### src/hdl/clcd_pkg.sv
// Shared types and constants for the character LCD nibble interface.
// No dependencies; every other file in hdl/ uses this package by scoped names.
package clcd_pkg;

  // Width of the phase tick counter; loaded counts saturate at its maximum.
  localparam int TICK_COUNT_WIDTH = 18;
  // Widest timing register (power-up wait).
  localparam int CFG_COUNT_W = 18;
  localparam int CMP_W = (TICK_COUNT_WIDTH > CFG_COUNT_W) ? TICK_COUNT_WIDTH : CFG_COUNT_W;

  localparam int CFG_INDEX_W = 3;
  localparam int CFG_DATA_W = 18;

  // Register indexes of the configuration port.
  localparam logic [CFG_INDEX_W-1:0] REG_ENABLE_HIGH  = 3'd0;
  localparam logic [CFG_INDEX_W-1:0] REG_ENABLE_LOW   = 3'd1;
  localparam logic [CFG_INDEX_W-1:0] REG_COMMAND_GAP  = 3'd2;
  localparam logic [CFG_INDEX_W-1:0] REG_CLEAR_WAIT   = 3'd3;
  localparam logic [CFG_INDEX_W-1:0] REG_POWER_WAIT   = 3'd4;
  localparam logic [CFG_INDEX_W-1:0] REG_WAKE_WAIT    = 3'd5;
  localparam logic [CFG_INDEX_W-1:0] REG_DISPLAY_FLAGS = 3'd6;

  // Action codes of an input item.
  localparam logic [1:0] ACT_TICK = 2'd0;
  localparam logic [1:0] ACT_INIT = 2'd1;
  localparam logic [1:0] ACT_PUT  = 2'd2;

  // Control characters recognized by a put.
  localparam logic [7:0] CH_LINE_FEED = 8'd10;
  localparam logic [7:0] CH_FORM_FEED = 8'd12;
  localparam logic [7:0] CH_CARRIAGE_RETURN = 8'd13;

  // Controller commands and nibbles.
  localparam logic [7:0] CMD_SET_DDRAM   = 8'h80;
  localparam logic [7:0] CMD_LINE_TWO    = 8'h40;
  localparam logic [7:0] CMD_CLEAR       = 8'h01;
  localparam logic [7:0] CMD_FOUR_BIT    = 8'h32;
  localparam logic [7:0] CMD_FUNCTION    = 8'h28;
  localparam logic [7:0] CMD_ENTRY_MODE  = 8'h06;
  localparam logic [7:0] CMD_DISPLAY     = 8'h08;
  localparam logic [3:0] NIB_WAKE        = 4'h3;
  localparam logic [2:0] DISPLAY_FLAG_MASK = 3'h7;

  // Init sequence steps.
  localparam logic [3:0] STEP_POWER      = 4'd0;
  localparam logic [3:0] STEP_WAKE_ONE   = 4'd1;
  localparam logic [3:0] STEP_WAKE_TWO   = 4'd2;
  localparam logic [3:0] STEP_FOUR_BIT   = 4'd3;
  localparam logic [3:0] STEP_FUNCTION   = 4'd4;
  localparam logic [3:0] STEP_DISP_OFF   = 4'd5;
  localparam logic [3:0] STEP_CLEAR      = 4'd6;
  localparam logic [3:0] STEP_ENTRY      = 4'd7;
  localparam logic [3:0] STEP_DISP_ON    = 4'd8;
  localparam logic [3:0] STEP_DONE       = 4'd9;

  typedef enum logic [4:0] {
    PH_IDLE  = 5'b00001,
    PH_EHIGH = 5'b00010,
    PH_ELOW  = 5'b00100,
    PH_GAP   = 5'b01000,
    PH_POST  = 5'b10000
  } phase_t;

  typedef struct packed {
    logic [7:0]  enable_high_ticks;
    logic [9:0]  enable_low_ticks;
    logic [9:0]  command_gap_ticks;
    logic [15:0] clear_wait_ticks;
    logic [17:0] power_wait_ticks;
    logic [15:0] wake_wait_ticks;
    logic [2:0]  display_on_flags;
  } cfg_t;

  typedef struct packed {
    logic       reg_select;
    logic       enable_pin;
    logic [3:0] data_nibble;
    logic       busy_res;
    logic       dropped;
  } result_t;

  // Sequencer to top: hold off input while phases chain, result ready this cycle.
  typedef struct packed {
    logic    hold;
    logic    done;
    result_t result;
  } seq_status_t;

endpackage

### src/hdl/clcd_cfg_regs.sv
// Configuration register file of the character LCD nibble interface.
// Depends on clcd_pkg for the register indexes and the cfg_t bundle.
module clcd_cfg_regs (
  input  logic                             clk,
  input  logic                             rst,
  input  logic                             cfg_we,
  input  logic [clcd_pkg::CFG_INDEX_W-1:0] cfg_index,
  input  logic [clcd_pkg::CFG_DATA_W-1:0]  cfg_wdata,
  output clcd_pkg::cfg_t                   cfg
);

  always_ff @(posedge clk) begin
    if (rst) begin
      cfg.enable_high_ticks <= 8'd3;
      cfg.enable_low_ticks  <= 10'd100;
      cfg.command_gap_ticks <= 10'd100;
      cfg.clear_wait_ticks  <= 16'd5000;
      cfg.power_wait_ticks  <= 18'd100000;
      cfg.wake_wait_ticks   <= 16'd5000;
      cfg.display_on_flags  <= 3'd4;
    end else if (cfg_we) begin
      case (cfg_index)
        clcd_pkg::REG_ENABLE_HIGH:   cfg.enable_high_ticks <= cfg_wdata[7:0];
        clcd_pkg::REG_ENABLE_LOW:    cfg.enable_low_ticks  <= cfg_wdata[9:0];
        clcd_pkg::REG_COMMAND_GAP:   cfg.command_gap_ticks <= cfg_wdata[9:0];
        clcd_pkg::REG_CLEAR_WAIT:    cfg.clear_wait_ticks  <= cfg_wdata[15:0];
        clcd_pkg::REG_POWER_WAIT:    cfg.power_wait_ticks  <= cfg_wdata[17:0];
        clcd_pkg::REG_WAKE_WAIT:     cfg.wake_wait_ticks   <= cfg_wdata[15:0];
        clcd_pkg::REG_DISPLAY_FLAGS: cfg.display_on_flags  <= cfg_wdata[2:0];
        default: ;
      endcase
    end
  end

endmodule

### src/hdl/clcd_sequencer.sv
// Phase sequencer of the character LCD nibble interface: state registers, the
// per-item update and at most one phase change per cycle. Depends on clcd_pkg.
module clcd_sequencer (
  input  logic                clk,
  input  logic                rst,
  input  clcd_pkg::cfg_t      cfg,
  input  logic                item_accept,
  input  logic [1:0]          action,
  input  logic [7:0]          char_code,
  output clcd_pkg::seq_status_t status
);

  localparam int TW = clcd_pkg::TICK_COUNT_WIDTH;
  localparam int CW = clcd_pkg::CFG_COUNT_W;
  localparam int MW = clcd_pkg::CMP_W;

  typedef struct packed {
    clcd_pkg::phase_t phase;
    logic [TW-1:0]    tick_count;
    logic [3:0]       init_step;
    logic [7:0]       pending_byte;
    logic             low_half_next;
    logic             is_command;
    logic [TW-1:0]    after_wait;
    logic             pin_rs;
    logic             pin_e;
    logic [3:0]       pin_data;
  } seq_state_t;

  seq_state_t state, state_next, state_act, state_base;
  logic       drop_now;

  function automatic logic [TW-1:0] sat_count(input logic [CW-1:0] v);
    logic [MW-1:0] ext;
    logic [MW-1:0] top;
    ext = MW'(v);
    top = MW'({TW{1'b1}});
    if (ext > top) return {TW{1'b1}};
    return TW'(ext);
  endfunction

  function automatic seq_state_t drive_nibble(input seq_state_t s, input logic [3:0] nib,
                                              input clcd_pkg::cfg_t c);
    seq_state_t r;
    r = s;
    r.pin_data   = nib;
    r.pin_e      = 1'b1;
    r.phase      = clcd_pkg::PH_EHIGH;
    r.tick_count = sat_count(CW'(c.enable_high_ticks));
    return r;
  endfunction

  function automatic seq_state_t send_byte(input seq_state_t s, input logic [7:0] b,
                                           input logic rs, input logic cmd,
                                           input logic [CW-1:0] wait_ticks,
                                           input clcd_pkg::cfg_t c);
    seq_state_t r;
    r = s;
    r.pending_byte  = b;
    r.pin_rs        = rs;
    r.is_command    = cmd;
    r.after_wait    = sat_count(wait_ticks);
    r.low_half_next = 1'b1;
    return drive_nibble(r, b[7:4], c);
  endfunction

  function automatic seq_state_t send_single(input seq_state_t s, input logic [3:0] nib,
                                             input logic [CW-1:0] wait_ticks,
                                             input clcd_pkg::cfg_t c);
    seq_state_t r;
    r = s;
    r.pending_byte  = {4'h0, nib};
    r.pin_rs        = 1'b0;
    r.is_command    = 1'b0;
    r.after_wait    = sat_count(wait_ticks);
    r.low_half_next = 1'b0;
    return drive_nibble(r, nib, c);
  endfunction

  function automatic seq_state_t begin_item(input seq_state_t s, input logic [3:0] k,
                                            input clcd_pkg::cfg_t c);
    seq_state_t r;
    r = s;
    r.init_step = k + 4'd1;
    case (k)
      clcd_pkg::STEP_POWER: begin
        r.phase      = clcd_pkg::PH_POST;
        r.tick_count = sat_count(c.power_wait_ticks);
      end
      clcd_pkg::STEP_WAKE_ONE:
        r = send_single(r, clcd_pkg::NIB_WAKE, CW'(c.wake_wait_ticks), c);
      clcd_pkg::STEP_WAKE_TWO:
        r = send_single(r, clcd_pkg::NIB_WAKE, '0, c);
      clcd_pkg::STEP_FOUR_BIT:
        r = send_byte(r, clcd_pkg::CMD_FOUR_BIT, 1'b0, 1'b1, '0, c);
      clcd_pkg::STEP_FUNCTION:
        r = send_byte(r, clcd_pkg::CMD_FUNCTION, 1'b0, 1'b1, '0, c);
      clcd_pkg::STEP_DISP_OFF:
        r = send_byte(r, clcd_pkg::CMD_DISPLAY, 1'b0, 1'b1, '0, c);
      clcd_pkg::STEP_CLEAR:
        r = send_byte(r, clcd_pkg::CMD_CLEAR, 1'b0, 1'b1, CW'(c.clear_wait_ticks), c);
      clcd_pkg::STEP_ENTRY:
        r = send_byte(r, clcd_pkg::CMD_ENTRY_MODE, 1'b0, 1'b1, '0, c);
      clcd_pkg::STEP_DISP_ON:
        r = send_byte(r, clcd_pkg::CMD_DISPLAY |
                      {5'd0, c.display_on_flags & clcd_pkg::DISPLAY_FLAG_MASK},
                      1'b0, 1'b1, '0, c);
      default: begin
        r.phase      = clcd_pkg::PH_IDLE;
        r.tick_count = '0;
        r.init_step  = clcd_pkg::STEP_DONE;
      end
    endcase
    return r;
  endfunction

  // One phase change once the current phase has run out.
  function automatic seq_state_t settle_step(input seq_state_t s, input clcd_pkg::cfg_t c);
    seq_state_t r;
    r = s;
    case (s.phase)
      clcd_pkg::PH_EHIGH: begin
        r.pin_e      = 1'b0;
        r.phase      = clcd_pkg::PH_ELOW;
        r.tick_count = sat_count(CW'(c.enable_low_ticks));
      end
      clcd_pkg::PH_ELOW: begin
        if (s.low_half_next) begin
          r.low_half_next = 1'b0;
          r = drive_nibble(r, s.pending_byte[3:0], c);
        end else if (s.is_command) begin
          r.phase      = clcd_pkg::PH_GAP;
          r.tick_count = sat_count(CW'(c.command_gap_ticks));
        end else begin
          r.phase      = clcd_pkg::PH_POST;
          r.tick_count = s.after_wait;
        end
      end
      clcd_pkg::PH_GAP: begin
        r.phase      = clcd_pkg::PH_POST;
        r.tick_count = s.after_wait;
      end
      clcd_pkg::PH_POST: r = begin_item(s, s.init_step, c);
      default: ;
    endcase
    return r;
  endfunction

  function automatic logic needs_settle(input seq_state_t s);
    return (s.phase != clcd_pkg::PH_IDLE) && (s.tick_count == '0);
  endfunction

  // Apply the accepted item to the current state.
  always_comb begin
    state_act = state;
    drop_now  = 1'b0;
    case (action)
      clcd_pkg::ACT_TICK: begin
        if (state.phase != clcd_pkg::PH_IDLE && state.tick_count != '0) begin
          state_act.tick_count = state.tick_count - TW'(1);
        end
      end
      clcd_pkg::ACT_INIT: begin
        if (state.phase != clcd_pkg::PH_IDLE) begin
          drop_now = 1'b1;
        end else begin
          state_act = begin_item(state, clcd_pkg::STEP_POWER, cfg);
        end
      end
      clcd_pkg::ACT_PUT: begin
        if (state.phase != clcd_pkg::PH_IDLE) begin
          drop_now = 1'b1;
        end else begin
          if (char_code == clcd_pkg::CH_CARRIAGE_RETURN) begin
            state_act = send_byte(state, clcd_pkg::CMD_SET_DDRAM, 1'b0, 1'b1, '0, cfg);
          end else if (char_code == clcd_pkg::CH_LINE_FEED) begin
            state_act = send_byte(state, clcd_pkg::CMD_SET_DDRAM | clcd_pkg::CMD_LINE_TWO,
                                  1'b0, 1'b1, '0, cfg);
          end else if (char_code == clcd_pkg::CH_FORM_FEED) begin
            state_act = send_byte(state, clcd_pkg::CMD_CLEAR, 1'b0, 1'b1,
                                  CW'(cfg.clear_wait_ticks), cfg);
          end else begin
            state_act = send_byte(state, char_code, 1'b1, 1'b0, '0, cfg);
          end
          state_act.init_step = clcd_pkg::STEP_DONE;
        end
      end
      default: ;
    endcase
  end

  // Advance at most one expired phase per cycle.
  always_comb begin
    state_base = item_accept ? state_act : state;
    state_next = needs_settle(state_base) ? settle_step(state_base, cfg) : state_base;
  end

  always_ff @(posedge clk) begin
    if (rst) begin
      state.phase         <= clcd_pkg::PH_IDLE;
      state.tick_count    <= '0;
      state.init_step     <= '0;
      state.pending_byte  <= '0;
      state.low_half_next <= 1'b0;
      state.is_command    <= 1'b0;
      state.after_wait    <= '0;
      state.pin_rs        <= 1'b0;
      state.pin_e         <= 1'b0;
      state.pin_data      <= '0;
    end else begin
      state <= state_next;
    end
  end

  always_comb begin
    status.hold                 = needs_settle(state);
    status.done                 = (item_accept || needs_settle(state)) &&
                                  !needs_settle(state_next);
    status.result.reg_select    = state_next.pin_rs;
    status.result.enable_pin    = state_next.pin_e;
    status.result.data_nibble   = state_next.pin_data;
    status.result.busy_res      = (state_next.phase != clcd_pkg::PH_IDLE);
    status.result.dropped       = item_accept && drop_now;
  end

endmodule

### src/hdl/char_lcd_nibble_interface_unit.sv
// Top level of the character LCD nibble interface: stream ports, output register.
// Depends on clcd_pkg, clcd_cfg_regs and clcd_sequencer.
//
// Drives an HD44780-style character display over a 4-bit bus. Each input transfer is
// one item: a one-microsecond tick, an init request or a put of one byte. The action
// travels in s_tuser and the byte to put in s_tdata. Each item produces exactly one
// output transfer carrying the pin levels after the item: RS in m_tuser, and E, DB7..DB4,
// a busy flag and a dropped flag (an init or put refused because a sequence is still
// running) in m_tdata. Normally the item is registered into the sequencer state and its
// result into the output register in the same cycle, and a new item is taken every cycle
// while the output register drains and no phases are chaining. The sequencer applies at
// most one phase change per clock, so when a phase ends with a count of zero (zero-length
// enable strobe, gap or wait) each further chained phase change holds s_tready low; an init
// with every timing register at zero chains forty-three phase changes and holds s_tready
// low until the last of them. Timing registers are written through cfg_we/cfg_index/
// cfg_wdata; the user must write them only while the block is idle, which the block
// itself does not enforce. Indexes beyond the display flags register are ignored.
module char_lcd_nibble_interface_unit (
  input  logic                             clk,
  input  logic                             rst,
  // Input items.
  input  logic                             s_tvalid,
  output logic                             s_tready,
  input  logic [1:0]                       s_tuser,   // [1:0] action
  input  logic [7:0]                       s_tdata,   // [7:0] char_code
  // Result items.
  output logic                             m_tvalid,
  input  logic                             m_tready,
  output logic                             m_tuser,   // [0] reg_select
  output logic [7:0]                       m_tdata,   // [0] enable_pin, [4:1] data_nibble,
                                                      // [5] busy_res, [6] dropped
  // Configuration writes.
  input  logic                             cfg_we,
  input  logic [clcd_pkg::CFG_INDEX_W-1:0] cfg_index,
  input  logic [clcd_pkg::CFG_DATA_W-1:0]  cfg_wdata
);

  clcd_pkg::cfg_t        cfg;
  clcd_pkg::seq_status_t status;
  logic                  item_accept;

  clcd_cfg_regs u_cfg_regs (
    .clk       (clk),
    .rst       (rst),
    .cfg_we    (cfg_we),
    .cfg_index (cfg_index),
    .cfg_wdata (cfg_wdata),
    .cfg       (cfg)
  );

  // Take a new item unless phases are still chaining or the result slot stays full.
  assign s_tready    = !status.hold && (!m_tvalid || m_tready);
  assign item_accept = s_tvalid && s_tready;

  clcd_sequencer u_sequencer (
    .clk         (clk),
    .rst         (rst),
    .cfg         (cfg),
    .item_accept (item_accept),
    .action      (s_tuser),
    .char_code   (s_tdata),
    .status      (status)
  );

  // Output register: load a finished result, drop valid once the transfer completes.
  always_ff @(posedge clk) begin
    if (rst) begin
      m_tvalid <= 1'b0;
    end else if (status.done) begin
      m_tvalid <= 1'b1;
    end else if (m_tready) begin
      m_tvalid <= 1'b0;
    end
  end

  always_ff @(posedge clk) begin
    if (status.done) begin
      m_tuser <= status.result.reg_select;
      m_tdata <= {1'b0, status.result.dropped, status.result.busy_res,
                  status.result.data_nibble, status.result.enable_pin};
    end
  end

endmodule
### config.mk
export PLATFORM = sky130hd
export DESIGN_NAME = char_lcd_nibble_interface_unit
export DESIGN_NICKNAME = d
export VERILOG_FILES = /design/src/hdl/clcd_pkg.sv /design/src/hdl/clcd_cfg_regs.sv /design/src/hdl/clcd_sequencer.sv /design/src/hdl/char_lcd_nibble_interface_unit.sv
export SDC_FILE = /design/constraint.sdc
export NUM_CORES = 1
export LEC_CHECK = 0
export ABC_AREA = 1
export BUFFER_PORTS_ARGS = -buffer_cell sky130_fd_sc_hd__buf_2
export CAP_MARGIN = 20
export CORE_MARGIN = 1.5
export CORE_UTILIZATION = 25
export DETAILED_ROUTE_END_ITERATION = 8
export GPL_TIMING_DRIVEN = 0
export PLACE_DENSITY = 0.38
export SETUP_SLACK_MARGIN = 0.3
export SLEW_MARGIN = 10
export SYNTH_ARGS = -nofsm -noshare
export SYNTH_HDL_FRONTEND = slang
export SYNTH_SLANG_ARGS = --single-unit
export TNS_END_PERCENT = 5
### constraint.sdc
create_clock -name clk -period 6 [get_ports clk]
set_clock_uncertainty 0.1 [all_clocks]
set_input_delay 0.6 -clock clk [delete_from_list [all_inputs] [get_ports clk]]
set_output_delay 0.6 -clock clk [all_outputs]
set_load 0.05 [all_outputs]
==> Flow_metrics.wiki <==
{| class="wikitable"
! Metric !! Value
|-
| Hold buffers post-CTS || 0
|-
| R2R setup slack || 690 ps
|-
| Initial antenna violation count || 0
|-
| Total number of nets in the final design || 1590
|-
| CTS H-Tree Depth || 4
|-
| Fraction of layout instances using a drive strength above 1 || 12.01%
|-
| Startpoint kind of the worst setup timing path || flip-flop
|-
| Max Cap Violations || 0
|-
| Starting Density || 25.44%
|-
| Final hold slack || 309.6 ps
|-
| Length in cells of the worst reg-to-reg path || 27
|-
| TritonCTS clock tree || built
|-
| Post-synth top flop || dfxtp_1
|-
| Worst hold stages || 3
|-
| Number of vias in the routed layout || 9848
|-
| Switching Power || 1000 µW
|-
| Final instance area || 10800 µm²
|-
| Tmin final || 5314 ps
|-
| Worst hold endpoint || u_cfg_regs.cfg[35]
|-
| CORE AREA || 36700 µm²
|-
| Deepest clock path buffer count || 2
|-
| Layout area overhead || 15.72%
|-
| Transition time of the tightest slew-check pin || 863.2 ps
|-
| Unrepaired setup endpoints after global routing || no
|-
| Flops & latches, synth || 147
|-
| Count of flip-flops with a built-in enable after synthesis || 8
|-
| Wire length of the first global-routing pass || 61220 µm
|-
| Post-synthesis cell type count || 53
|-
| Power density cells || 269.6 nW/µm²
|-
| Detailed-router iteration count before antenna repair || 7
|-
| Source-to-sink clock delay at the later pin of the worst-skew pair || 450 ps
|-
| Endpoint type of the worst setup path || flip-flop
|-
| Final hold violation count || 0
|-
| DRC violation total after the first TritonRoute iteration || 868
|-
| Horizontal die dimension || 196.3 µm
|-
| Post-Route WL || 41260 µm
|-
| Via count of the first global-routing pass || 9320
|-
| Clock network fraction of total power || 40.2%
|-
| Site Rows || 70
|-
| Count of pins over their slew limit || 0
|-
| Number of vias per cell after detailed routing || 4.863
|-
| Proportion of power drawn by combinational gates || 23.2%
|-
| Ant diodes || 0
|-
| Number of clock sinks || 147
|-
| Internal power of the cells || 1913 µW
|-
| Die Outline Area || 38510 µm²
|-
| Fmax || 188.2 MHz
|-
| Async S/R FF share, synth || 0%
|-
| Clock transition time at the flip-flop clock pins of the worst setup and hold paths || 70 ps
|-
| Sequential share of the synthesized area || 32.38%
|-
| Remaining number of nets flagged by the antenna check after routing || 0
|-
| CP Data Required Time || 6070 ps
|-
| Worst IR drop on VDD || 0.1502 mV
|-
| Drt drc || 0
|-
| Data arrival time at the worst-slack endpoint || 5380 ps
|-
| Reg2Reg Capture Point || m_tdata[5]
|-
| Hold/Removal Path Class || input pin to flip-flop
|-
| Number of buffers inserted by port buffering || 45
|-
| Post-Synthesis Mean Instance Area || 6.317 µm²
|-
| Final Core Density || 29.44%
|-
| Mean routed wirelength per cell || 20.38 µm
|-
| Biggest fanout along the worst timing path || 9
|-
| Root buf cell || clkbuf_16
|-
| Worst rel slew slack || 42.45%
|-
| Status || finished clean
|-
| Ys Warns || 0
|-
| Static Leakage || 0.004846 µW
|-
| Area of the mapped netlist || 9336 µm²
|-
| Largest net degree at the start of global routing || 17
|-
| DP Area || 10150 µm²
|-
| Mapped Cells || 1478
|-
| Height of the die || 196.3 µm
|-
| Overflow after GRT || 0
|-
| Setup TNS || 0 ps
|-
| Count of endpoints failing setup in the final report || 0
|-
| Net count after synthesis || 1523
|-
| Sequential share of power || 36.6%
|-
| GR Util All Layers || 21.64%
|-
| Period utilisation layout || 88.57%
|-
| Final weighted congestion in routability-driven placement || 0.8827
|-
| Switching part of the total || 34.33%
|-
| Detailed-placement wirelength estimate || 32420 µm
|-
| Type of the worst setup path || flip-flop to flip-flop
|-
| Startpoint of the worst hold path || cfg_wdata[16]
|-
| Top-level port count || 47
|-
| Layout fillers || 4159
|-
| Clock buffers created by TritonCTS || 17
|-
| Sum of internal, switching and leakage power || 2913 µW
|-
| Worst reg2reg path startpoint || u_sequencer.state[38]
|}
per-stage QoR:
step | worst slack (ps) | cells
2_1_floorplan | 1620 | 1478
3_3_place_gp | -646.2 | 1991
3_5_place_dp | -605.3 | 1991
4_1_cts | 346.3 | 2025
5_1_grt | 393.6 | 2025
6_report | 686.0 | 2025
synth_stat cells (9+ instances only):
master / number / area [µm²]
nand2_1: 397 / 1490
nor2_1: 195 / 732.0
inv_1: 146 / 548.0
dfxtp_1: 139 / 2783
nand3_1: 131 / 655.6
o21ai_0: 111 / 555.5
a21oi_1: 79 / 395.4
clkbuf_1: 35 / 131.4
o21ai_1: 20 / 100.1
nand4_1: 16 / 100.1
nor2_2: 16 / 100.1
inv_2: 14 / 52.55
o211ai_1: 14 / 105.1
nand2_2: 13 / 81.33
buf_2: 11 / 55.05
nor2_4: 11 / 123.9
nor3_1: 11 / 55.05
ha_1: 9 / 112.6
o22ai_1: 9 / 56.30
cells in the final DEF, fill, tap and decap left out, drive strengths merged, types with 2 or more instances in the layout:
cell and instances:
buf 70, a211oi 3, o32ai 3, o211ai 14, a22oi 7, a21boi 3
a21oi 80, o21a 2, o21ai 135, clkinv 7, bufinv 4, dfxtp 139
o21bai 2, inv 160, a31oi 7, nand2 416, nor3b 2, or2 4
nor2 225, nor3 11, nand3b 8, nand4 18, o22ai 9, clkinvlp 3
nand3 138, ha 9, and2 3, xor2 5, edfxtp 8, clkbuf 55
worst max path at each step:
| stage | cells after the start | slack [ps] | startpoint | end |
|---|---|---|---|---|
| floorplan | 24 | 1620 | s_tuser[0] | m_tdata[0] |
| global placement | 26 | -650 | s_tuser[0] | m_tdata[3] |
| detailed placement | 26 | -610 | s_tuser[0] | m_tdata[3] |
| CTS | 27 | 350 | s_tuser[0] | m_tdata[4] |
| global route | 27 | 390 | u_sequencer.state[38] | m_tdata[6] |
| finish | 27 | 690 | u_sequencer.state[38] | m_tdata[5] |
kinds of logic after synthesis:
logic type | count (synthesis) | share of synthesized area, %
simple gates | 825 | 39.84
buf+inv | 220 | 9.810
other cells | 1 | 0.04017
fa+ha+maj | 9 | 1.206
compound gates | 270 | 16.16
flops | 147 | 32.38
xor+xnor | 6 | 0.5628
power by group through the flow:
stage	Sequential (µW)	Clock (µW)	Combinational (µW)
final	1070	1170	675
after global routing	1070	1220	748
after CTS	1070	1190	672
after detailed placement	1090	0	664
after global placement	1090	0	668
after floorplan	1090	0	432
final cells by class:
cell class	count	area, µm²	area share (%)
multi-input cells	1111	5410	50.08
well taps	468	585.6	5.420
repair buffers	48	247.7	2.293
inverters	163	615.6	5.698
flip-flops and latches	147	3023	27.98
clock buffers	20	436.7	4.042
plain buffers	57	306.5	2.837
clock inverters	11	178.9	1.656
state kept, by name (all words and copies together) (netlist names):
name and count:
m_tvalid 1, m_tdata 7, u_cfg_regs.cfg 81, u_sequencer.state 57, m_tuser 1
critical path, cell delays in order (launching register included):
cell and delay, ps:
dfxtp_1 300, inv_1 120, ha_2 290, nand2_4 110
nor2_8 160, nand4_4 200, nand4_1 180, buf_4 180
clkinvlp_4 210, nand2_1 110, nand2_1 110, ha_1 200
clkbuf_2 240, or2_2 330, nand3_1 140, nand2_1 130
nor2_2 140, nand2_1 180, nand2_1 180, nand2_2 170
nand2_1 100, nand2_1 80, a21boi_2 240, nand3_1 120
nor2_2 190, nand3_1 160, nand2_1 160, inv_1 180
timing repair:
action	4_1_cts	5_1_grt
buffers inserted	3	0
gates resized for setup	0	9
setup endpoints to repair	9	9
pin swaps	1	0
metal layers:
metal | vias to the layer above | share of wire [%] | global-route usage (%)
li1 | 4932 | - | -
met1 | 4607 | 51 | 31.41
met2 | 264 | 43 | 33.56
met3 | 45 | 4.0 | 2.596
met4 | 0 | 2.2 | 5.926
met5 | - | 0 | 0
(Power assumes the default switching activity.)
